--- src/rtl/ccld_pkg.sv ---
// Shared types, constants and the byte CRC function of the checked line deframer.
`default_nettype none

package ccld_pkg;

  // Line length, header included, at which a line overflows; the longest line held is one byte less.
  localparam int LINE_BYTES = 512;
  localparam int CNT_W      = $clog2(LINE_BYTES);
  // Width used to form the payload length before it is cut to the port width.
  localparam int LEN_W      = 9;
  localparam int EXT_W      = (CNT_W > LEN_W) ? CNT_W : LEN_W;

  localparam int WIN_LEN    = 5;
  localparam int MIN_LINE   = 8;
  // Header byte plus the five-byte trailer window.
  localparam int TRAILER    = WIN_LEN + 1;

  localparam logic [15:0] CRC_INIT = 16'hFFFF;
  localparam logic [15:0] CRC_POLY = 16'h1021;
  localparam logic [15:0] CRC_MSB  = 16'h8000;

  localparam logic [7:0] CH_DOLLAR = 8'h24;
  localparam logic [7:0] CH_STAR   = 8'h2A;
  localparam logic [7:0] CH_CR     = 8'h0D;
  localparam logic [7:0] CH_LF     = 8'h0A;

  // Depth of the queue between the classifier and the line engine.
  localparam int Q_DEPTH = 2;
  localparam int Q_PTR_W = (Q_DEPTH > 1) ? $clog2(Q_DEPTH) : 1;
  localparam int Q_CNT_W = $clog2(Q_DEPTH + 1);

  typedef enum logic [1:0] {
    ST_GOOD      = 2'd0,
    ST_MALFORMED = 2'd1,
    ST_CRC_BAD   = 2'd2,
    ST_OVERFLOW  = 2'd3
  } status_t;

  typedef enum logic {
    TK_DATA = 1'b0,
    TK_EOL  = 1'b1
  } tok_kind_t;

  // One classified byte as it travels from the front to the back.
  typedef struct packed {
    tok_kind_t   kind;
    logic [7:0]  data;
    logic        is_dollar;
    logic        is_star;
    logic        hex_ok;
    logic [3:0]  hex_val;
  } tok_t;

  // CRC-16-CCITT, MSB first, one byte.
  function automatic logic [15:0] crc_feed(input logic [15:0] crc, input logic [7:0] b);
    logic [15:0] c;
    c = crc ^ {b, 8'h00};
    for (int k = 0; k < 8; k++) begin
      if ((c & CRC_MSB) != 16'h0000) begin
        c = {c[14:0], 1'b0} ^ CRC_POLY;
      end else begin
        c = {c[14:0], 1'b0};
      end
    end
    return c;
  endfunction

endpackage

`default_nettype wire

--- src/rtl/ccld_front.sv ---
// Front end: accepts received bytes, drops carriage returns and classifies the rest.
`default_nettype none

module ccld_front (
  input  wire logic          clk,
  input  wire logic          rst_n,
  input  wire logic          in_valid,
  output logic               in_ready,
  input  wire logic [7:0]    in_rx_byte,
  output logic               tok_valid,
  output ccld_pkg::tok_t     tok,
  input  wire logic          tok_ready
);

  logic           tok_valid_r;
  logic           tok_valid_nxt;
  ccld_pkg::tok_t tok_r;
  ccld_pkg::tok_t tok_nxt;
  logic           take;
  logic           push;

  assign push     = tok_valid_r && tok_ready;
  assign in_ready = !tok_valid_r || tok_ready;
  assign take     = in_valid && in_ready;

  always_comb begin
    tok_nxt           = '0;
    tok_nxt.kind      = (in_rx_byte == ccld_pkg::CH_LF) ? ccld_pkg::TK_EOL : ccld_pkg::TK_DATA;
    tok_nxt.data      = in_rx_byte;
    tok_nxt.is_dollar = (in_rx_byte == ccld_pkg::CH_DOLLAR);
    tok_nxt.is_star   = (in_rx_byte == ccld_pkg::CH_STAR);
    tok_nxt.hex_ok    = 1'b1;
    if (in_rx_byte >= 8'h30 && in_rx_byte <= 8'h39) begin
      tok_nxt.hex_val = in_rx_byte[3:0];
    end else if ((in_rx_byte >= 8'h41 && in_rx_byte <= 8'h46) ||
                 (in_rx_byte >= 8'h61 && in_rx_byte <= 8'h66)) begin
      tok_nxt.hex_val = in_rx_byte[3:0] + 4'd9;
    end else begin
      tok_nxt.hex_ok  = 1'b0;
      tok_nxt.hex_val = 4'h0;
    end
  end

  // A carriage return is accepted and simply not passed on.
  always_comb begin
    tok_valid_nxt = tok_valid_r;
    if (take && in_rx_byte != ccld_pkg::CH_CR) begin
      tok_valid_nxt = 1'b1;
    end else if (push) begin
      tok_valid_nxt = 1'b0;
    end
  end

  always_ff @(posedge clk) begin
    if (!rst_n) begin
      tok_valid_r <= 1'b0;
    end else begin
      tok_valid_r <= tok_valid_nxt;
    end
  end

  always_ff @(posedge clk) begin
    if (take) begin
      tok_r <= tok_nxt;
    end
  end

  assign tok_valid = tok_valid_r;
  assign tok       = tok_r;

endmodule

`default_nettype wire

--- src/rtl/ccld_queue.sv ---
// Short queue of classified bytes between the front end and the line engine.
`default_nettype none

module ccld_queue (
  input  wire logic          clk,
  input  wire logic          rst_n,
  input  wire logic          push_valid,
  output logic               push_ready,
  input  wire ccld_pkg::tok_t push_tok,
  output logic               pop_valid,
  input  wire logic          pop_ready,
  output ccld_pkg::tok_t     pop_tok
);

  ccld_pkg::tok_t                 slot_r [ccld_pkg::Q_DEPTH];
  logic [ccld_pkg::Q_PTR_W-1:0]   wr_ptr_r;
  logic [ccld_pkg::Q_PTR_W-1:0]   wr_ptr_nxt;
  logic [ccld_pkg::Q_PTR_W-1:0]   rd_ptr_r;
  logic [ccld_pkg::Q_PTR_W-1:0]   rd_ptr_nxt;
  logic [ccld_pkg::Q_CNT_W-1:0]   count_r;
  logic [ccld_pkg::Q_CNT_W-1:0]   count_nxt;
  logic                           push;
  logic                           pop;

  localparam logic [ccld_pkg::Q_PTR_W-1:0] PTR_LAST = ccld_pkg::Q_PTR_W'(ccld_pkg::Q_DEPTH - 1);
  localparam logic [ccld_pkg::Q_CNT_W-1:0] CNT_FULL = ccld_pkg::Q_CNT_W'(ccld_pkg::Q_DEPTH);

  assign push_ready = (count_r != CNT_FULL);
  assign pop_valid  = (count_r != '0);
  assign push       = push_valid && push_ready;
  assign pop        = pop_valid && pop_ready;
  assign pop_tok    = slot_r[rd_ptr_r];

  always_comb begin
    wr_ptr_nxt = wr_ptr_r;
    rd_ptr_nxt = rd_ptr_r;
    count_nxt  = count_r;
    if (push) begin
      wr_ptr_nxt = (wr_ptr_r == PTR_LAST) ? '0 : wr_ptr_r + 1'b1;
    end
    if (pop) begin
      rd_ptr_nxt = (rd_ptr_r == PTR_LAST) ? '0 : rd_ptr_r + 1'b1;
    end
    if (push && !pop) begin
      count_nxt = count_r + 1'b1;
    end else if (pop && !push) begin
      count_nxt = count_r - 1'b1;
    end
  end

  always_ff @(posedge clk) begin
    if (!rst_n) begin
      wr_ptr_r <= '0;
      rd_ptr_r <= '0;
      count_r  <= '0;
    end else begin
      wr_ptr_r <= wr_ptr_nxt;
      rd_ptr_r <= rd_ptr_nxt;
      count_r  <= count_nxt;
    end
  end

  always_ff @(posedge clk) begin
    if (push) begin
      slot_r[wr_ptr_r] <= push_tok;
    end
  end

  a_cnt_bound : assert property (@(posedge clk) disable iff (!rst_n)
    count_r <= CNT_FULL)
    else $error("queue fill count above depth");

  a_cnt_up : assert property (@(posedge clk) disable iff (!rst_n)
    (push && !pop) |=> count_r == $past(count_r) + 1'b1)
    else $error("queue count did not grow on push");

  a_ptr_gap : assert property (@(posedge clk) disable iff (!rst_n)
    (count_r == '0) |-> (wr_ptr_r == rd_ptr_r))
    else $error("queue empty but pointers differ");

endmodule

`default_nettype wire

--- src/rtl/ccld_back.sv ---
// Line engine: trailer window, running CRC, end-of-line checks and the result register.
`default_nettype none

module ccld_back (
  input  wire logic          clk,
  input  wire logic          rst_n,
  input  wire logic          tok_valid,
  output logic               tok_ready,
  input  wire ccld_pkg::tok_t tok,
  output logic               out_valid,
  input  wire logic          out_ready,
  output logic               out_is_end,
  output logic [7:0]         out_data_byte,
  output logic [1:0]         out_status,
  output logic [8:0]         out_payload_length
);

  localparam logic [ccld_pkg::CNT_W-1:0] CNT_MAX  = ccld_pkg::CNT_W'(ccld_pkg::LINE_BYTES - 1);
  localparam logic [ccld_pkg::CNT_W-1:0] CNT_MIN  = ccld_pkg::CNT_W'(ccld_pkg::MIN_LINE);
  localparam logic [ccld_pkg::CNT_W-1:0] CNT_FULL = ccld_pkg::CNT_W'(ccld_pkg::TRAILER);
  localparam logic [ccld_pkg::EXT_W-1:0] EXT_TRL  = ccld_pkg::EXT_W'(ccld_pkg::TRAILER);

  logic [ccld_pkg::CNT_W-1:0] count_r;
  logic [ccld_pkg::CNT_W-1:0] count_nxt;
  logic [15:0]                crc_r;
  logic [15:0]                crc_nxt;
  logic                       dollar_r;
  logic                       dollar_nxt;

  // Trailer window, entry 0 the oldest; never read before a line has filled it.
  logic [7:0]                 win_byte_r  [ccld_pkg::WIN_LEN];
  logic                       win_star_r  [ccld_pkg::WIN_LEN];
  logic                       win_hexok_r [ccld_pkg::WIN_LEN];
  logic [3:0]                 win_hex_r   [ccld_pkg::WIN_LEN];
  logic                       shift_en;

  logic                       out_valid_r;
  logic                       out_valid_nxt;
  logic                       out_is_end_r;
  logic [7:0]                 out_data_r;
  logic [1:0]                 out_status_r;
  logic [8:0]                 out_len_r;

  logic                       pop;
  logic                       res_valid;
  logic                       res_end;
  logic [7:0]                 res_data;
  ccld_pkg::status_t          res_status;
  logic [8:0]                 res_len;
  logic [ccld_pkg::EXT_W-1:0] len_ext;
  logic                       malformed;
  logic [15:0]                rx_crc;

  // The engine takes a beat only when the result register has room for what it may give.
  assign tok_ready = !out_valid_r || out_ready;
  assign pop       = tok_valid && tok_ready;

  assign rx_crc    = {win_hex_r[1], win_hex_r[2], win_hex_r[3], win_hex_r[4]};
  assign malformed = !dollar_r || (count_r < CNT_MIN) || !win_star_r[0] ||
                     !(win_hexok_r[1] && win_hexok_r[2] && win_hexok_r[3] && win_hexok_r[4]);
  assign len_ext   = ccld_pkg::EXT_W'(count_r) - EXT_TRL;

  always_comb begin
    count_nxt  = count_r;
    crc_nxt    = crc_r;
    dollar_nxt = dollar_r;
    shift_en   = 1'b0;
    res_valid  = 1'b0;
    res_end    = 1'b0;
    res_data   = 8'h00;
    res_status = ccld_pkg::ST_GOOD;
    res_len    = '0;
    if (pop) begin
      if (tok.kind == ccld_pkg::TK_EOL) begin
        if (count_r != '0) begin
          res_valid = 1'b1;
          res_end   = 1'b1;
          if (malformed) begin
            res_status = ccld_pkg::ST_MALFORMED;
          end else if (rx_crc != crc_r) begin
            res_status = ccld_pkg::ST_CRC_BAD;
          end else begin
            res_len = len_ext[8:0];
          end
          count_nxt  = '0;
          crc_nxt    = ccld_pkg::CRC_INIT;
          dollar_nxt = 1'b0;
        end
      end else if (count_r == CNT_MAX) begin
        // The byte that would fill the line buffer is dropped with the line.
        res_valid  = 1'b1;
        res_end    = 1'b1;
        res_status = ccld_pkg::ST_OVERFLOW;
        count_nxt  = '0;
        crc_nxt    = ccld_pkg::CRC_INIT;
        dollar_nxt = 1'b0;
      end else if (count_r == '0) begin
        dollar_nxt = tok.is_dollar;
        count_nxt  = ccld_pkg::CNT_W'(1);
      end else begin
        if (count_r >= CNT_FULL) begin
          res_valid = 1'b1;
          res_data  = win_byte_r[0];
          crc_nxt   = ccld_pkg::crc_feed(crc_r, win_byte_r[0]);
        end
        shift_en  = 1'b1;
        count_nxt = count_r + 1'b1;
      end
    end
  end

  always_comb begin
    out_valid_nxt = out_valid_r;
    if (res_valid) begin
      out_valid_nxt = 1'b1;
    end else if (out_ready) begin
      out_valid_nxt = 1'b0;
    end
  end

  always_ff @(posedge clk) begin
    if (!rst_n) begin
      count_r     <= '0;
      crc_r       <= ccld_pkg::CRC_INIT;
      dollar_r    <= 1'b0;
      out_valid_r <= 1'b0;
    end else begin
      count_r     <= count_nxt;
      crc_r       <= crc_nxt;
      dollar_r    <= dollar_nxt;
      out_valid_r <= out_valid_nxt;
    end
  end

  always_ff @(posedge clk) begin
    if (shift_en) begin
      for (int k = 0; k < ccld_pkg::WIN_LEN - 1; k++) begin
        win_byte_r[k]  <= win_byte_r[k+1];
        win_star_r[k]  <= win_star_r[k+1];
        win_hexok_r[k] <= win_hexok_r[k+1];
        win_hex_r[k]   <= win_hex_r[k+1];
      end
      win_byte_r[ccld_pkg::WIN_LEN-1]  <= tok.data;
      win_star_r[ccld_pkg::WIN_LEN-1]  <= tok.is_star;
      win_hexok_r[ccld_pkg::WIN_LEN-1] <= tok.hex_ok;
      win_hex_r[ccld_pkg::WIN_LEN-1]   <= tok.hex_val;
    end
  end

  always_ff @(posedge clk) begin
    if (res_valid) begin
      out_is_end_r <= res_end;
      out_data_r   <= res_data;
      out_status_r <= res_status;
      out_len_r    <= res_len;
    end
  end

  assign out_valid          = out_valid_r;
  assign out_is_end         = out_is_end_r;
  assign out_data_byte      = out_data_r;
  assign out_status         = out_status_r;
  assign out_payload_length = out_len_r;

  a_clear_after_end : assert property (@(posedge clk) disable iff (!rst_n)
    (res_valid && res_end) |=> (count_r == '0 && crc_r == ccld_pkg::CRC_INIT && !dollar_r))
    else $error("line state not cleared after a status result");

  a_payload_full_win : assert property (@(posedge clk) disable iff (!rst_n)
    (res_valid && !res_end) |-> (count_r >= CNT_FULL))
    else $error("payload byte given before the trailer window filled");

  a_no_clobber : assert property (@(posedge clk) disable iff (!rst_n)
    (out_valid_r && !out_ready) |-> !pop)
    else $error("beat taken while a result is still held");

  a_crc_idle : assert property (@(posedge clk) disable iff (!rst_n)
    (count_r < CNT_FULL) |-> (crc_r == ccld_pkg::CRC_INIT))
    else $error("CRC moved before any payload byte");

endmodule

`default_nettype wire

--- src/rtl/crc_checked_line_deframer.sv ---
// Top level of the CRC-checked '$payload*HHHH' line deframer.
`default_nettype none

// Takes one received byte per beat and gives at most one result per byte: a payload
// byte (is_end low) once it has left the five-byte trailer window, or a status beat
// (is_end high) when a line feed ends a non-empty line or the line would reach
// LINE_BYTES bytes. Carriage returns are swallowed. Payload bytes are released before
// the line is checked; the status beat says whether they formed a good payload, and
// only a good line carries a non-zero payload_length. The block sustains one byte per
// clock cycle while out_ready stays high. A byte is registered first in the classifier
// register and then in the two-entry queue, from which the line engine pops it and
// loads its result register at the same edge. The engine's CRC-16-CCITT byte update
// and result register set that rate. Each side may stall on its own while the queue
// has room.
module crc_checked_line_deframer (
  input  wire logic       clk,
  input  wire logic       rst_n,
  input  wire logic       in_valid,
  output logic            in_ready,
  input  wire logic [7:0] in_rx_byte,
  output logic            out_valid,
  input  wire logic       out_ready,
  output logic            out_is_end,
  output logic [7:0]      out_data_byte,
  output logic [1:0]      out_status,
  output logic [8:0]      out_payload_length
);

  logic           f_valid;
  logic           f_ready;
  ccld_pkg::tok_t f_tok;
  logic           q_valid;
  logic           q_ready;
  ccld_pkg::tok_t q_tok;

  ccld_front u_front (
    .clk        (clk),
    .rst_n      (rst_n),
    .in_valid   (in_valid),
    .in_ready   (in_ready),
    .in_rx_byte (in_rx_byte),
    .tok_valid  (f_valid),
    .tok        (f_tok),
    .tok_ready  (f_ready)
  );

  ccld_queue u_queue (
    .clk        (clk),
    .rst_n      (rst_n),
    .push_valid (f_valid),
    .push_ready (f_ready),
    .push_tok   (f_tok),
    .pop_valid  (q_valid),
    .pop_ready  (q_ready),
    .pop_tok    (q_tok)
  );

  ccld_back u_back (
    .clk                (clk),
    .rst_n              (rst_n),
    .tok_valid          (q_valid),
    .tok_ready          (q_ready),
    .tok                (q_tok),
    .out_valid          (out_valid),
    .out_ready          (out_ready),
    .out_is_end         (out_is_end),
    .out_data_byte      (out_data_byte),
    .out_status         (out_status),
    .out_payload_length (out_payload_length)
  );

endmodule

`default_nettype wire

--- config.mk ---
export PLATFORM = sky130hd
export DESIGN_NAME = crc_checked_line_deframer
export DESIGN_NICKNAME = d
export VERILOG_FILES = /design/src/rtl/ccld_pkg.sv /design/src/rtl/ccld_front.sv /design/src/rtl/ccld_queue.sv /design/src/rtl/ccld_back.sv /design/src/rtl/crc_checked_line_deframer.sv
export SDC_FILE = /design/constraint.sdc
export NUM_CORES = 1
export LEC_CHECK = 0
export BUFFER_PORTS_ARGS = -buffer_cell sky130_fd_sc_hd__buf_4
export CORE_MARGIN = 4
export CORE_UTILIZATION = 54
export DETAILED_ROUTE_END_ITERATION = 12
export PLACE_DENSITY = 0.74
export SKIP_CTS_REPAIR_TIMING = 1
export SYNTH_ARGS = -nofsm -noshare
export SYNTH_HDL_FRONTEND = slang
export SYNTH_HIERARCHICAL = 1
export SYNTH_SLANG_ARGS = --single-unit
--- constraint.sdc ---
create_clock -name clk -period 4.6 [get_ports clk]
set_input_delay 0.92 -clock clk [delete_from_list [all_inputs] [get_ports clk]]
set_output_delay 0.92 -clock clk [all_outputs]
set_load 0.005 [all_outputs]
==> summary.txt, run 1 <==
Clocking
  • Clk buf depth: 2
  • Num CTS Buffers: 17
  • Clk sink count: 166
  • Clock Latency Late Sink: 0.41 ns
  • Root buf cell: clkbuf_16
  • Clock edge transition at the registers on the reported setup and hold paths: 0.06 ns
  • TritonCTS clock tree: done
  • H-tree depth: 4

Hold path
  • Hold WC Path Type: register to register

Drt
  • Antenna Nets Post-Route: 0
  • Via density: 5.34
  • Vias post-DR: 3457
  • Top layer reached by signal wires: met4
  • WL final: 10.1 mm
  • Drt initial violations: 345
  • Wl on met1: 4.64 mm
  • Met2 WL: 4.81 mm
  • Drt pass-1 iters: 4
  • Residual DRC: 0
  • Metal3 WL: 542 µm
  • DR WL/cell: 15.7 µm

STA
  • RSZ-0062 raised after global routing: no
  • Final setup margin: 1.53 ns
  • Period utilization: 0.667
  • Tmin final: 3.07 ns
  • Hold Vio Cnt, Final: 0
  • Setup tns final: 0 ns
  • Setup Skew: 0.00731 ns
  • Setup violators final: 0
  • Worst-margin pin slew: 0.701 ns
  • Fmax: 326 MHz
  • Slew Limit Fails: 0
  • Max_slew headroom: 0.521

Cells and area
  • Fill cells: 883
  • Layout cells sized above 1: 0.202
  • Area of the multi-input gates: 1820 µm²
  • Syn-to-layout area delta: 15.5%
  • Nets: 509
  • Final Instance Area: 7600 µm²
  • Antenna fix cells: 0
  • FF+latch area: 4650 µm²

Synthesis
  • Async SR Flop Fraction: 0
  • Syn avg cell area: 14.8 µm²
  • Xor and xnor area share after synthesis: 0.0705
  • Seq cells post-synth: 166
  • Mapped Nets: 468
  • Synthesized cell area: 6580 µm²
  • Post-synth top flop: edfxtp_1
  • Post-synthesis sequential area ratio: 0.707
  • Synth cell types: 59
  • Simple-gate area share of the yosys netlist: 0.102
  • Post-synth EDFFs: 133
  • Multiplexer share of the synthesized area: 0.0306
  • Synth Area in Compound Gates: 0.0538
  • Ys Warns: 6
  • Adder-Cell Fraction of Synth Area: 0.0190
  • Cells after synthesis: 446
  • Largest family of logic cells by synthesized area: simple AND/OR/NAND/NOR gates

Global routing
  • Grt ovf: 0
  • Initial antenna violation count: 0
  • Largest net degree at the start of global routing: 53
  • Vias in the first global route: 3439
  • Total GRT Usage: 0.156
  • First-pass GRT wire length: 17.1 mm

Floorplan
  • # rows: 40
  • Die Wd: 118 µm
  • Die Y: 118 µm
  • Starting Density: 0.550
  • Die Footprint: 14000 µm²
  • Core Area: 12000 µm²
  • Boundary pin count: 34

Pwr
  • Peak supply drop: 0.283 mV
  • Lkg Pwr: 2.62 nW
  • Pwr Total: 3.74 mW
  • PD cells: 492 nW/µm²

Worst setup path
  • Crit-path cells: mux2_2, nor2_1, o31ai_2, nor2_4, buf_4
  • Slowest cell on the critical path: dfxtp_1
  • Arrival @ worst endpoint: 3.11 ns
  • CP Capture Type: register
  • Setup crit start kind: register
  • CP max FO: 52
  • Max incr delay on CP: 0.75 ns
  • Crit path kind: register to register
  • WP data required: 4.64 ns

Placed design
  • DP HPWL: 7.10 mm
  • Setup Slack @ Placement: 1.50 ns
  • # port buffers: 33
  • Placed inst area: 6970 µm²
  • Gp weighted congestion: 0.849

Run
  • Maximum capacitance violations: 0

Run status
  • Status: completed
==> layout make-up <==
class / instances / area share
Clock buffer: 17 / 0.0560
Tap cell: 147 / 0.0242
Inverter: 11 / 0.00576
Timing Repair Buffer: 35 / 0.0346
Sequential cell: 166 / 0.612
Multi-Input combinational cell: 256 / 0.240
Clock inverter: 15 / 0.0273
==> per-layer routing <==
metal,global-route usage,vias up
met4,0.0572,0
met1,0.205,1648
met5,0,-
li1,-,1718
met3,0.0531,10
met2,0.242,81
==> cell usage after synthesis, types with 5 or more instances <==
library cell | n | area (µm²)
edfxtp_1 | 133 | 3990
nor2_1 | 36 | 135
xnor2_1 | 36 | 315
dfxtp_1 | 33 | 661
mux2_2 | 17 | 191
xor2_1 | 17 | 149
nand2_1 | 16 | 60.1
and2_1 | 14 | 87.6
o21ai_0 | 12 | 60.1
ha_1 | 10 | 125
inv_1 | 10 | 37.5
nand4_1 | 10 | 62.6
nor3_1 | 9 | 45.0
a21oi_1 | 7 | 35.0
o2bb2ai_1 | 7 | 61.3
nand3_1 | 6 | 30.0
buf_2 | 5 | 25.0
nor2b_1 | 5 | 31.3
o21ai_1 | 5 | 25.0
==> where the power goes <==
part,internal [mW],switching (mW),leakage [nW]
Combinational,0.187,0.235,0.831
Clock,0.956,0.534,0.312
Sequential,1.76,0.0706,1.48
Total,2.90,0.839,2.62
==> placed cells by master, fill, tap and decap left out, types with 3 or more instances in the layout <==
cell / count
dfxtp_1: 33
clkbuf_16: 17
nand2_1: 16
bufinv_16: 5
edfxtp_1: 133
and2_1: 14
xor2_1: 17
o21ai_1: 5
mux2_2: 17
nor3_1: 9
o21ai_0: 12
nor2_1: 35
nand2b_1: 4
a21oi_1: 7
o2bb2ai_1: 7
inv_1: 10
buf_4: 35
nand4_1: 10
clkinv_2: 5
nand3_1: 6
and3_1: 3
xnor2_1: 36
a21boi_0: 3
or2_2: 3
nor2b_1: 5
ha_1: 10
==> flip-flops by register name, summed over array words and instances, names as in the netlist, named ones only <==
name	cells
u_back/out_payload_length	9
u_back/out_data_byte	8
u_front/tok	16
u_back/win_hex_r	16
u_back/count_r	9
u_back/win_star_r	5
u_queue/count_r	2
u_back/out_status	2
u_back/out_is_end	1
u_front/tok_valid	1
u_back/dollar_r	1
u_queue/slot_r	32
u_back/win_hexok_r	4
u_back/win_byte_r	40
u_queue/rd_ptr_r	1
u_back/out_valid	1
u_back/crc_r	16
u_queue/wr_ptr_r	1
==> critical path: cells and delay by family (launching register included) <==
family	cells	cell delay (ns)
simple gates	2	0.67
compound gates	1	0.17
mux	1	0.48
flops	1	0.75
buf+inv	1	0.60
==> worst paths after layout <==
| check | startpoint | to | slack, ns | depth (start not counted) |
|---|---|---|---|---|
| min | u_back/win_byte_r[0][20] | u_back/win_byte_r[0][12] | 0.42 | 0 |
| max | register | u_back/win_byte_r[0][10] | 1.53 | 5 |
| max reg2reg | register | u_back/win_byte_r[0][10] | 1.53 | 5 |
| min reg2reg | u_back/win_byte_r[0][20] | u_back/win_byte_r[0][12] | 0.42 | 0 |
==> per-stage QoR <==
step                       util  std cells  hold WS [ns]
after global placement    0.583        615         0.401
after detailed placement  0.583        615         0.405
after global routing      0.636        647         0.421
after floorplan               -        446         0.400
after CTS                 0.636        647         0.417
final                     0.636        647         0.418
==> cell families after synthesis <==
group	count (synthesis)
flip-flops	166
AND/OR/NAND/NOR	124
XOR/XNOR	53
AO/OA/AOI/OAI	51
buffers and inverters	24
multiplexers	18
adder cells (fa/ha/maj)	10
Note: power is estimated with default switching activity, not from simulation.
==> run 2: changes to the inputs <==
==> constraint.sdc (replaced) <==
create_clock -name clk -period 2.7 [get_ports clk]
set_input_delay 0.54 -clock clk [delete_from_list [all_inputs] [get_ports clk]]
set_output_delay 0.54 -clock clk [all_outputs]
set_load 0.005 [all_outputs]
==> summary.txt, run 2 (synthesis gave the netlist of run 1 again) <==
Floorplan
  • # rows: 40
  • Die Footprint: 14000 µm²
  • Die Wd: 118 µm
  • Die Y: 118 µm
  • Boundary pin count: 34
  • Core Area: 12000 µm²
  • Starting Density: 0.550

STA
  • Setup Skew: 0.00780 ns
  • Setup tns final: 0 ns
  • Fmax: 410 MHz
  • Worst-margin pin slew: 0.814 ns
  • Period utilization: 0.904
  • Final setup margin: 0.259 ns
  • RSZ-0062 raised after global routing: no
  • Tmin final: 2.44 ns
  • Hold Vio Cnt, Final: 0
  • Slew Limit Fails: 0
  • Setup violators final: 0
  • Max_slew headroom: 0.443

Hold path
  • Hold WC Path Type: primary input to register
  • WHS Path Cells: 1

Pwr
  • Lkg Pwr: 2.61 nW
  • PD cells: 835 nW/µm²
  • Peak supply drop: 0.451 mV

Cells and area
  • Most frequent cells in the layout: edfxtp_1 (133), xnor2_1 (36), buf_4 (35)
  • Non-Filler Instances: 648
  • Nets: 510
  • Antenna fix cells: 0
  • Most flops, register: u_back/win_byte_r
  • Commonest non-fill, non-tap cell in the layout: edfxtp_1
  • Syn-to-layout area delta: 15.9%
  • Largest registers: u_back/win_byte_r (40), u_queue/slot_r (32)
  • Final Instance Area: 7630 µm²
  • Layout cells sized above 1: 0.212
  • Max reg flops: 40

Clocking
  • Clock Latency Late Sink: 0.42 ns
  • Clk buf depth: 2
  • H-tree depth: 4
  • Root buf cell: clkbuf_16
  • Clk sink count: 166
  • TritonCTS clock tree: done
  • Num CTS Buffers: 17
  • Clock edge transition at the registers on the reported setup and hold paths: 0.07 ns

Run status
  • Status: completed

Placed design
  • Setup Slack @ Placement: 0.312 ns
  • Placed inst area: 7010 µm²
  • # port buffers: 33
  • Gp weighted congestion: 0.904
  • Placed cells: 616
  • DP HPWL: 6.74 mm

Worst setup path
  • Critical path endpoint: u_back/crc_r[0]
  • Launching point of the worst reg2reg path: u_back/count_r[3]
  • Arrival @ worst endpoint: 2.74 ns
  • Most frequent CP cell: nand2_1
  • Crit. Startpoint: u_back/count_r[3]
  • RR Endpoint: u_back/crc_r[0]
  • CP Capture Type: register
  • WP data required: 3.00 ns
  • Slowest cell on the critical path: dfxtp_1
  • R2r setup slk: 0.26 ns
  • Crit-path cells: and3_4, nand2_1, nor2_1, ha_2, nand2_1, a31o_2, inv_4, and3_1, o21ai_1
  • Setup crit start kind: register
  • CP max FO: 37
  • Max incr delay on CP: 0.53 ns
  • Crit path kind: register to register
  • Reg2reg path depth: 9

Drt
  • Drt pass-1 iters: 4
  • DR WL/cell: 16.1 µm
  • Drt initial violations: 324
  • Via density: 5.47
  • Vias post-DR: 3544
  • WL final: 10.5 mm
  • Antenna Nets Post-Route: 0
  • Residual DRC: 0

Global routing
  • First-pass GRT wire length: 17.6 mm
  • Largest net degree at the start of global routing: 66
  • Grt ovf: 0
  • Total GRT Usage: 0.160
  • Vias in the first global route: 3544
  • Initial antenna violation count: 0

Run
  • Maximum capacitance violations: 0
[run 2: final cells by class]
class                           instances  area (µm²)
Sequential cell                       166        4650
Fill cell                             867        4330
Multi-Input combinational cell        256        1850
Clock buffer                           18         429
Timing Repair Buffer                   36         283
Clock inverter                         14         189
Tap cell                              147         184
Inverter                               11        43.8
[run 2: worst min path at each step]
stage	start	end	slack [ns]
global route	in_rx_byte[5]	u_front/tok[12]	0.30
floorplan	u_back/win_byte_r[0][8]	u_back/win_byte_r[0][0]	0.40
detailed placement	u_back/win_byte_r[0][27]	u_back/win_byte_r[0][19]	0.40
global placement	u_back/win_byte_r[0][25]	u_back/win_byte_r[0][17]	0.40
CTS	in_rx_byte[5]	u_front/tok[12]	0.30
finish	in_rx_byte[5]	u_front/tok[12]	0.32
[run 2: metrics by stage]
step / utilization / hold slack (ns) / total power, mW
floorplan: - / 0.400 / 3.72
detailed placement: 0.586 / 0.405 / 3.93
finish: 0.638 / 0.325 / 6.37
CTS: 0.638 / 0.304 / 6.42
global route: 0.638 / 0.303 / 6.65
global placement: 0.586 / 0.402 / 3.90
[run 2: power by group]
group	total, mW	internal, mW	switching, mW
Combinational	0.800	0.336	0.464
Sequential	3.08	3.00	0.0857
Clock	2.49	1.48	1.00
[run 2: worst max-delay path, delay by kind of cell, from the launching register on]
family / cells / cell delay, ns
AND/OR/NAND/NOR: 5 / 0.81
flip-flops: 1 / 0.53
AO/OA/AOI/OAI: 2 / 0.37
buffers and inverters: 1 / 0.35
adder cells (fa/ha/maj): 1 / 0.24
[run 2: layer usage]
metal / track usage / up-vias / part of all wire
met5: 0 / - / 0
met4: 0.0615 / 0 / 0.014
met3: 0.0560 / 14 / 0.055
met2: 0.250 / 99 / 0.49
met1: 0.206 / 1711 / 0.44
li1: - / 1720 / -
==> run 3: changes to the inputs <==
--- a/config.mk
+++ b/config.mk
@@ -5,11 +5,12 @@
 export SDC_FILE = /design/constraint.sdc
 export NUM_CORES = 1
 export LEC_CHECK = 0
+export ABC_AREA = 1
 export BUFFER_PORTS_ARGS = -buffer_cell sky130_fd_sc_hd__buf_4
 export CORE_MARGIN = 4
-export CORE_UTILIZATION = 54
+export CORE_UTILIZATION = 55
 export DETAILED_ROUTE_END_ITERATION = 12
-export PLACE_DENSITY = 0.74
+export PLACE_DENSITY = 0.75
 export SKIP_CTS_REPAIR_TIMING = 1
 export SYNTH_ARGS = -nofsm -noshare
 export SYNTH_HDL_FRONTEND = slang
==> summary.txt, run 3 <==
Placed design
  • Placed inst area: 7780 µm²
  • # port buffers: 33
  • DP HPWL: 9.10 mm
  • Placed cells: 848
  • Gp weighted congestion: 0.855
  • Setup Slack @ Placement: 0.105 ns

Floorplan
  • Boundary pin count: 34
  • Core Area: 12800 µm²
  • # rows: 41
  • Die Footprint: 15200 µm²
  • Die Y: 123 µm
  • Starting Density: 0.570
  • Die Wd: 123 µm

Cells and area
  • Final Instance Area: 8400 µm²
  • Antenna fix cells: 0
  • Commonest non-fill, non-tap cell in the layout: nand2_1
  • Largest registers: u_back/win_byte_r (40), u_queue/slot_r (32)
  • Most frequent cells in the layout: nand2_1 (150), edfxtp_1 (133), nand3_1 (61)
  • Final Util: 0.655
  • Max reg flops: 40
  • Nets: 718
  • Layout cells sized above 1: 0.221
  • Non-Filler Instances: 879
  • Syn-to-layout area delta: 14.9%
  • Most flops, register: u_back/win_byte_r

Drt
  • Antenna Nets Post-Route: 0
  • Drt pass-1 iters: 5
  • Via density: 5.14
  • Residual DRC: 0
  • Vias post-DR: 4520
  • WL final: 13.2 mm
  • Drt initial violations: 214
  • DR WL/cell: 15.0 µm

Global routing
  • Grt peak-use layer: met2
  • Initial antenna violation count: 0
  • M2 GR Usage: 0.313
  • Total GRT Usage: 0.189
  • First-pass GRT wire length: 21.7 mm
  • Met1 Usage GRT: 0.239
  • Vias in the first global route: 4430
  • Grt ovf: 0
  • Met3 Usage GRT: 0.0412
  • Largest net degree at the start of global routing: 66

Synthesis
  • Most frequent cell after synthesis: nand2_1
  • Mapped Nets: 668
  • Cells after synthesis: 646
  • Ys Warns: 6
  • Top cells by area, synth: edfxtp_1 (55%), dfxtp_1 (9.0%), nand2_1 (7.8%), nand3_1 (4.2%), nor2_1 (2.8%)
  • Post-synth EDFFs: 133
  • Seq cells post-synth: 166
  • Synth cell types: 39
  • Syn avg cell area: 11.3 µm²
  • Async SR Flop Fraction: 0
  • Share of the synthesized area in the top cell type: 0.546
  • Largest family of logic cells by synthesized area: simple AND/OR/NAND/NOR gates
  • Synthesized cell area: 7310 µm²
  • Cell taking the most area after synthesis: edfxtp_1
  • Post-synth top cells: nand2_1 (152), edfxtp_1 (133), nand3_1 (61)
  • Xor and xnor area share after synthesis: 0.0264
  • Simple-gate area share of the yosys netlist: 0.223
  • Multiplexer share of the synthesized area: 0.0298
  • Post-synth top flop: edfxtp_1
  • Synth Area in Compound Gates: 0.0224
  • Adder-Cell Fraction of Synth Area: 0.0171
  • Post-synthesis sequential area ratio: 0.637

Hold path
  • Hold WC Path Type: primary input to register
  • Worst min-delay path endpoint: u_front/tok[14]
  • WHS Path Cells: 1
  • Hold_sp: in_rx_byte[7]

Clocking
  • TritonCTS clock tree: done
  • Clk sink count: 166
  • Clock Latency Late Sink: 0.42 ns
  • H-tree depth: 4
  • Clk buf depth: 2
  • Num CTS Buffers: 17
  • Root buf cell: clkbuf_16
  • Clock edge transition at the registers on the reported setup and hold paths: 0.06 ns

STA
  • Setup violators final: 0
  • Slew Limit Fails: 0
  • Setup tns final: 0 ns
  • RSZ-0062 raised after global routing: no
  • Fmax: 410 MHz
  • Tmin final: 2.44 ns
  • Period utilization: 0.903
  • Setup Skew: 0.00677 ns
  • Max_slew headroom: 0.628
  • Final setup margin: 0.261 ns
  • Worst-margin pin slew: 0.557 ns
  • Hold WS: 0.326 ns
  • Hold Vio Cnt, Final: 0

Run status
  • Status: completed

Pwr
  • Lkg Pwr: 3.44 nW
  • PD cells: 987 nW/µm²
  • Pwr Total: 8.29 mW
  • Peak supply drop: 0.534 mV

Worst setup path
  • Launching point of the worst reg2reg path: u_back/count_r[0]
  • Slowest cell on the critical path: dfxtp_1
  • Arrival @ worst endpoint: 2.52 ns
  • RR Endpoint: u_back/win_byte_r[0][1]
  • Crit path kind: register to register
  • CP Capture Type: register
  • Reg2reg path depth: 10
  • WP data required: 2.79 ns
  • Max incr delay on CP: 0.35 ns
  • Crit-path cells: ha_2, nand2_2, nor4_2, inv_1, nor2_1, ha_2, nor2_4, nand2_2, nor2_4, buf_12
  • Setup crit start kind: register
  • R2r setup slk: 0.26 ns
  • CP max FO: 65

Run
  • Maximum capacitance violations: 0
## run 3: worst max path at each step
stage,start,endpoint,slack [ns],cells after the start
floorplan,u_back/count_r[1],u_back/win_byte_r[0][0],0.02,9
global placement,u_back/count_r[0],u_back/win_byte_r[0][13],0.18,10
detailed placement,u_back/count_r[0],u_back/win_byte_r[0][6],0.10,10
CTS,u_back/count_r[0],u_back/win_byte_r[0][21],0.09,10
global route,u_back/count_r[0],u_back/out_data_byte[5],0.08,11
finish,u_back/count_r[0],u_back/win_byte_r[0][1],0.26,10
## run 3: report_power, final
| group | internal (mW) | switching [mW] |
|---|---|---|
| Combinational | 0.806 | 1.33 |
| Sequential | 3.36 | 0.316 |
| Clock | 1.54 | 0.934 |
| Total | 5.71 | 2.58 |
## run 3: worst max-delay path, delay by kind of cell, from the launching register on
family	cells	cell delay [ns]
adder cells (fa/ha/maj)	2	0.43
buffers and inverters	2	0.37
flip-flops	1	0.35
AND/OR/NAND/NOR	6	0.91
## run 3: final cells by class
cell class / count / area, µm²
Multi-Input combinational cell: 409 / 2360
Sequential cell: 166 / 4650
Tap cell: 172 / 215
Timing Repair Buffer: 41 / 333
Inverter: 61 / 229
Clock inverter: 12 / 178
Clock buffer: 18 / 429
Fill cell: 972 / 4430
## run 3: per-layer routing
layer / wire length [µm] / vias up
met3: 528 / 13
met5: 0 / -
met1: 5860 / 2143
met2: 6560 / 93
met4: 238 / 0
li1: - / 2271
## run 3: cell families (layout without fill, tap and decap cells)
logic type | Yosys count | in the layout
and+or+nand+nor | 335 | 336
DFF | 166 | 166
buffers and inverters | 72 | 132
AOI/OAI and AO/OA | 25 | 25
xor gates and xnor gates | 22 | 22
muxes | 16 | 16
adders and majority gates | 10 | 10
